**src/rtl/core/clg_pkg.sv**
```systemverilog
// Shared constants, codes and controller/datapath interface types for the lattice gas step.
package clg_pkg;

  localparam int unsigned MAX_SITES = 1024;
  localparam int unsigned SITE_W    = $clog2(MAX_SITES);
  localparam int unsigned CNT_W     = SITE_W + 1;
  localparam int unsigned PAIR_W    = 12;
  localparam int unsigned LIM_W     = 16;
  localparam int unsigned THR_W     = 4;
  localparam int unsigned CFG_W     = 16;

  localparam logic [CNT_W-1:0]  LEN_MIN   = CNT_W'(4);
  localparam logic [CNT_W-1:0]  LEN_MAX   = CNT_W'(MAX_SITES);
  localparam logic [CNT_W-1:0]  PART_MAX  = {CNT_W{1'b1}};
  localparam logic [PAIR_W-1:0] PAIR_MAX  = {PAIR_W{1'b1}};
  localparam logic [LIM_W-1:0]  LIM_MAX   = {LIM_W{1'b1}};

  localparam logic [1:0] CMD_GEN    = 2'd0;
  localparam logic [1:0] CMD_MOVE   = 2'd1;
  localparam logic [1:0] CMD_INSDEL = 2'd2;

  localparam logic [1:0] ST_DONE   = 2'd0;
  localparam logic [1:0] ST_NOCHG  = 2'd1;
  localparam logic [1:0] ST_REJECT = 2'd2;

  localparam logic [1:0] CFG_LEN   = 2'd0;
  localparam logic [1:0] CFG_TRY   = 2'd1;
  localparam logic [1:0] CFG_MOVES = 2'd2;
  localparam logic [1:0] CFG_THR   = 2'd3;

  localparam logic [2:0] K_REJ  = 3'd0;
  localparam logic [2:0] K_GEN  = 3'd1;
  localparam logic [2:0] K_MOVE = 3'd2;
  localparam logic [2:0] K_INS  = 3'd3;
  localparam logic [2:0] K_DEL  = 3'd4;

  localparam logic [3:0] MOD_LAST = 4'(SITE_W - 1);
  localparam logic [3:0] ORD_LAST = 4'd5;

  typedef struct packed {
    logic       cap;
    logic       dec;
    logic       mod_step;
    logic       mod_first;
    logic [3:0] step;
    logic       ord_en;
    logic       eval;
    logic       wr1;
    logic       wr2;
    logic       fin;
  } cmd_t;

  typedef struct packed {
    logic [2:0] kind;
    logic [2:0] kind_q;
    logic       ok;
  } stat_t;

endpackage

```
**src/rtl/core/clg_ctrl.sv**
```systemverilog
// Sequencer that steps one request through decode, modulo, reads, writes and result.
module clg_ctrl (
  input  logic          clk_i,
  input  logic          rst_ni,
  input  logic          in_valid_i,
  output logic          in_ready_o,
  output logic          out_valid_o,
  input  logic          out_ready_i,
  input  clg_pkg::stat_t stat_i,
  output clg_pkg::cmd_t  cmd_o
);
  import clg_pkg::*;

  localparam logic [2:0] S_IDLE = 3'd0;
  localparam logic [2:0] S_DEC  = 3'd1;
  localparam logic [2:0] S_MOD  = 3'd2;
  localparam logic [2:0] S_ORD  = 3'd3;
  localparam logic [2:0] S_EVAL = 3'd4;
  localparam logic [2:0] S_WR1  = 3'd5;
  localparam logic [2:0] S_WR2  = 3'd6;
  localparam logic [2:0] S_FIN  = 3'd7;

  logic [2:0] state_q, state_d;
  logic [3:0] cnt_q, cnt_d;
  logic       out_valid_q, out_valid_d;

  always_comb begin
    state_d = state_q;
    cnt_d   = cnt_q;
    cmd_o   = '0;
    cmd_o.step = cnt_q;
    case (state_q)
      S_IDLE: begin
        if (in_valid_i) begin
          cmd_o.cap = 1'b1;
          state_d   = S_DEC;
        end
      end
      S_DEC: begin
        cmd_o.dec = 1'b1;
        cnt_d     = '0;
        case (stat_i.kind)
          K_MOVE, K_INS: state_d = S_MOD;
          K_DEL:         state_d = S_ORD;
          default:       state_d = S_FIN;
        endcase
      end
      S_MOD: begin
        cmd_o.mod_step  = 1'b1;
        cmd_o.mod_first = (cnt_q == '0);
        if (cnt_q == MOD_LAST) begin
          cnt_d   = '0;
          state_d = S_ORD;
        end else begin
          cnt_d = cnt_q + 4'd1;
        end
      end
      S_ORD: begin
        cmd_o.ord_en = 1'b1;
        if (cnt_q == ORD_LAST) begin
          state_d = S_EVAL;
        end else begin
          cnt_d = cnt_q + 4'd1;
        end
      end
      S_EVAL: begin
        cmd_o.eval = 1'b1;
        state_d    = stat_i.ok ? S_WR1 : S_FIN;
      end
      S_WR1: begin
        cmd_o.wr1 = 1'b1;
        state_d   = (stat_i.kind_q == K_MOVE) ? S_WR2 : S_FIN;
      end
      S_WR2: begin
        cmd_o.wr2 = 1'b1;
        state_d   = S_FIN;
      end
      S_FIN: begin
        if (!out_valid_q || out_ready_i) begin
          cmd_o.fin = 1'b1;
          state_d   = S_IDLE;
        end
      end
      default: state_d = S_IDLE;
    endcase
  end

  always_comb begin
    out_valid_d = out_valid_q;
    if (cmd_o.fin) begin
      out_valid_d = 1'b1;
    end else if (out_ready_i) begin
      out_valid_d = 1'b0;
    end
  end

  always_ff @(posedge clk_i or negedge rst_ni) begin
    if (!rst_ni) begin
      state_q     <= S_IDLE;
      cnt_q       <= '0;
      out_valid_q <= 1'b0;
    end else begin
      state_q     <= state_d;
      cnt_q       <= cnt_d;
      out_valid_q <= out_valid_d;
    end
  end

  assign in_ready_o  = (state_q == S_IDLE);
  assign out_valid_o = out_valid_q;

endmodule

```
**config.mk**
```make
export PLATFORM = sky130hd
export DESIGN_NAME = clg_ctrl
export DESIGN_NICKNAME = d
export VERILOG_FILES = /design/src/rtl/core/clg_pkg.sv /design/src/rtl/core/clg_ctrl.sv
export SDC_FILE = /design/constraint.sdc
export NUM_CORES = 1
export LEC_CHECK = 0
export BUFFER_PORTS_ARGS = -buffer_cell sky130_fd_sc_hd__buf_4
export CAP_MARGIN = 20
export CORE_MARGIN = 10
export CORE_UTILIZATION = 30
export CTS_BUF_LIST = sky130_fd_sc_hd__clkbuf_2
export DETAILED_ROUTE_END_ITERATION = 6
export GPL_TIMING_DRIVEN = 0
export PLACE_DENSITY = 0.61
export REMOVE_ABC_BUFFERS = 1
export SYNTH_ARGS = -nofsm -noshare
export SYNTH_HDL_FRONTEND = slang
export SYNTH_SLANG_ARGS = --single-unit
export TNS_END_PERCENT = 50
```
**constraint.sdc**
```tcl
create_clock -name clk_i -period 1.4 [get_ports clk_i]
set_input_delay 0.28 -clock clk_i [delete_from_list [all_inputs] [get_ports clk_i]]
set_output_delay 0.28 -clock clk_i [all_outputs]
set_load 0.01 [all_outputs]
```
Word level (Yosys, flattened, before mapping)
Cells that the tools add are included.

Bits in registers: 8. Bits in latches: 0. RAM bits: 0. Bits in read-only memories: 0. Input port bits: 11. Output and inout port bits: 15. Logic and storage cells: 54. Memories kept: 0.

$add $sub $neg: 1. Multipliers: 0. Div/mod/pow operators: 0. Magnitude comparators: 0. Eq/ne operators: 18. Shifts and indexed selects: 0. Multiplexer cells: 23. Bitwise gates (word level): 0. Reduce and logical (&&, ||, !) cells: 9.

Operators with widths (count): $pmux 3 s8 (1); $eq 3x2->1 const B (5); $eq 3x3->1 const B (5); $mux 1 (12); $mux 3 (4); $pmux 4 s3 (1); $ne 2x2->1 const B (5); $mux 4 (2); $pmux 3 s2 (1); $add 4x1->4 const B (1); $eq 4x3->1 const B (1); $eq 4x4->1 const B (1); $logic_not 4->1 (1); $mux 2 (2); $reduce_and 4->1 (1); $eq 3x1->1 const B (1); $logic_not 3->1 (1); $reduce_bool 3->1 (1); $reduce_and 2->1 (1); $reduce_bool 2->1 (1); $reduce_or 2->1 (1); $logic_not 1->1 (1); $logic_or 1x1->1 (1).

Depth between registers and ports, before layout
Depth in word-level cells: 5. Gate-level depth with buffers: 6. Mapped depth without buffers: 6.

Least setup slack after synthesis
Ideal clock, no wire load.

Path type: register -> register. From: register cnt_q[1]. To: register cnt_q[3]. Setup time: 0.087 ns. Arrival time: 1.435 ns. Data required time: 1.313 ns. Setup slack: -0.122 ns. Cell stages (with the launch flop): 7. Buffers on the path: 0. Period minus slack after synthesis: 1.522 ns. Cell sequence: dfrtp_1 inv_1 ha_1 nand3b_2 o21ai_2 or4_1 o211ai_1.

Word-level cells in the longest chain between the ends: 3. Elaborated cells between the ends (all ways): 8. Classes of those cells: add/sub: 1; eq/ne: 3; mux: 3; reduce/logical: 1.

Ends and longest elaborated chain: start: declaration (line clg_ctrl.sv:24) `logic [3:0] cnt_q, cnt_d;`; start signal: assignment (line clg_ctrl.sv:104) `cnt_q <= cnt_d;`; $add 4x1->4, or another cell as far along (line clg_ctrl.sv:55, clg_ctrl.sv:63); $mux 4, or another cell as far along (line clg_ctrl.sv:60) `if (cnt_q == ORD_LAST) begin`; $pmux 4 s3 or $reduce_and 2->1 (tied branches).

Several ways; a longest one is shown, not always the timed one. The select of a mux whose other input is x is not followed. A chain may end at the register's enable or synchronous reset.

==> results.md <==
- The die area is 4230 sq um.
- The maximum count of clock buffers along a single path is 2.
- The overflow left after global routing is 0.
- The final routed wire length divided by cell count is 14.5 um.
- In this run the tool buffered the top-level ports with 25 buffer cells.
- STA classifies the critical path endpoint as a primary output.
- Summed over all instances, the cell type with the most area after synthesis is dfrtp_1.
- The async set-reset flop share out of synthesis is 100%.
- The switching power as a share of total power is 42.0%.
- For this design the total switching power over the nets is 1.02 mW.
- In this run, CTS created clock tree buffers numbering 3.
- The commonest non-fill, non-tap cell in the layout is buf_4.
- The initial cell density of the core is 31.3%.
- The floorplan step set the die height to 65.0 um.
- The register bit count reported by yosys is 8.
- The die extent in x is 65.0 um.
- Measured against its own limit, the worst slew margin works out to 83.7%.
- The number of global-route vias before repair is 765.
- STA puts the critical path data required time at 1.12 ns.
- The worst setup path is of the reg2out kind.
- For this block, the via count after detailed routing is 772.
- After clock tree synthesis, the clock-pin slew on the worst setup and hold paths is 0.07 ns.
- The count of synthesis-stage warnings from yosys is 0.
- The synthesized netlist occupies a cell area of 608 sq um.
- In this run the worst path has a maximum fanout of 4.
- The global-route usage over all layers is 9.74%.
- Of the cells placed in the final design, the portion with a size suffix greater than 1 is 60.3%.
- The part of the total power dissipated in combinational logic is 74.7%.
- STA classifies the critical path startpoint as a flip-flop.
- TritonCTS built the clock tree.
- The worst-case IR drop observed on VDD is 1180 uV.
- The layout net count is 142.
- The detailed placer's ending HPWL is 1.31 mm.
- At the pin with the least slew margin, the transition time is 0.244 ns.
- The commonest register cell after synthesis is dfrtp_1.
- The number of antenna diodes in the final layout is 0.
- The initial antenna violation count is 0.
- The first-pass detailed-route iteration total is 4.
- Cell internal power was estimated by the tool at 1.40 mW.
- The class of the tightest hold or removal check is in2reg.
- The clock insertion delay at the later pin of the skew report is 0.26 ns.
- The final hold violation count is 0.
- Summed over all cells, the static leakage comes to 0.573 nW.
- For the final database, setup skew stands at 0.0129 ns.
- The power density normalized to cell area is 2090 nW/um^2.
- The routability-driven placement congestion ratio is 0.780.
- The final routed DRC violation total is 0.
- Setup repair after global routing could not meet its margin everywhere.
- The detail-routed via count per cell is 5.05.
- Derived from the worst setup path, the maximum achievable clock frequency is 652 MHz.
- For this block, the initial DRC count from the detailed router was 23.
- The power share of the sequential group is 19.1%.
- Power comes to 2.42 mW.
- The I/O pin total is 26.
- The worst path uses 109% of the clock period.
- The cell sitting at the root of the clock tree is a clkbuf_2.
- The clock net sink count is 8.
- The wire length of the first global-routing pass is 3.30 mm.
- The clock share of power is 6.2%.
- In the layout the commonest cells are buf_4, buf_6, nand2_1.
- The portion of the post-synthesis area used by sequential elements is 32.9%.
- In this run, synthesis inferred 0 flip-flops with an integrated enable.
- The tool flagged a number of max-cap violations equal to 0.
- After filler insertion, the fill cell instance count of the layout stands at 179.
- The synthesized area per cell is 8.00 sq um.
- After synthesis, the largest area contributor takes up 32.9% of total cell area.
- The final critical path time including I/O delays and setup is 1.53 ns.
- The max-slew violation total from the final report is 0.
- Across all setup checks in the final design, the least slack found is -0.133 ns.
- The area overhead of the layout relative to synthesis is 90.7%.
- The checks that failed: negative setup slack.
- Synthesis produced a netlist whose cell count is 76.
- Once detail routing completed, the nets flagged for antenna violations numbered 0.
- The row count is 16.
- After routing, the total negative slack on setup checks comes to -1.05 ns.
- The netlist uses 30 different library cells.
- The standard cell core area is 1940 sq um.
- Ranked by total cell area, the synthesized netlist is headed by dfrtp_1, ha_1, nand2_1.
- Cells fill 59.7% of the core in the end.
- The routed design has 2.22 mm of wire.
- The flow ran to the end, but the final reports show violations.
- Data arrives at the worst endpoint at 1.25 ns.
- The total number of H-tree levels is 1.
- The number of setup violations in the final report is 11.
- The maximum number of pins on one net before global-route repair is 9.
- The smallest hold slack is 0.280 ns.
[flip-flops by register name, summed over array words and instances, names as in the netlist]
register     count
cnt_q            4
state_q          3
out_valid_o      1
[cell type report]
cell class	instances	area, sq um	area share [%]
clock buffers	3	15.0	1.29
inverters	4	15.0	1.29
multi-input cells	60	450	38.8
flip-flops and latches	8	206	17.8
well taps	27	33.8	2.91
repair buffers	51	439	37.9
[synthesized netlist by cell type, types with 2 or more instances]
library cell  instances
nand2_1               9
nor2_1                9
o21ai_0               5
dfrtp_1               8
buf_2                 2
inv_1                 4
o21a_1                2
nand2b_1              5
nand3_1               3
and2_1                2
a21oi_1               3
nor3_1                4
ha_1                  3
[power by group through the flow]
stage,sequential (mW),combinational (mW),clock [mW]
CTS,0.455,1.57,0.154
global route,0.475,1.94,0.163
global placement,0.530,0.879,0
floorplan,0.505,0.533,0
finish,0.462,1.81,0.150
detailed placement,0.533,0.887,0
[worst max-delay path, cell delays in order (launching register included)]
cell and delay (ns):
dfrtp_2 0.45, nand2b_4 0.17, and4b_1 0.27, buf_6 0.11
[stage by stage]
| stage | area (sq um) | setup WS [ns] | std cells |
|---|---|---|---|
| 2_1_floorplan | 587 | -0.122 | 72 |
| 3_3_place_gp | 808 | -0.180 | 124 |
| 3_5_place_dp | 808 | -0.208 | 124 |
| 4_1_cts | 1070 | -0.126 | 146 |
| 5_1_grt | 1160 | -0.192 | 153 |
| 6_report | 1160 | -0.133 | 153 |
[cell families after synthesis]
kind of cell               synth area share [%]
and+or+nand+nor                            33.5
AOI/OAI and AO/OA                          20.0
buffers and inverters                      5.97
DFF                                        32.9
adders and majority gates                  6.17
xor gates and xnor gates                   1.44
[per-layer routing]
metal  GRT usage, %  wire [um]  vias to the layer above
met2           17.9       1200                       23
met1           9.83        868                      382
met5              0          0                        -
met4           1.60         10                        0
met3           4.81        141                        2
li1               -          -                      365
[worst paths after layout]
| kind | from | endpoint | slack, ns | depth (start not counted) |
|---|---|---|---|---|
| worst min register to register | out_valid_o$_DFFE_PN0P_ | out_valid_o$_DFFE_PN0P_ | 0.55 | 2 |
| min in group asynchronous | rst_ni | state_q[0]$_DFFE_PN0P_ | 0.36 | 2 |
| worst max-delay path | state_q[2]$_DFFE_PN0P_ | cmd_o[9] | -0.13 | 3 |
| max in group asynchronous | rst_ni | state_q[1]$_DFFE_PN0P_ | 0.88 | 2 |
| worst min-delay path | stat_i[0] | state_q[1]$_DFFE_PN0P_ | 0.28 | 3 |
| worst max register to register | state_q[2]$_DFFE_PN0P_ | cnt_q[3]$_DFFE_PN0P_ | -0.11 | 5 |
[repair_timing]
| item | 4_1_cts | 5_1_grt |
|---|---|---|
| pin swaps | 5 | 5 |
| hold endpoints to repair | 8 | 0 |
| hold buffers | 1 | 0 |
| setup buffers | 18 | 7 |
| setup endpoints to repair | 13 | 13 |
| gates resized for setup | 26 | 10 |
No activity file was read; power rests on OpenSTA's default activity.
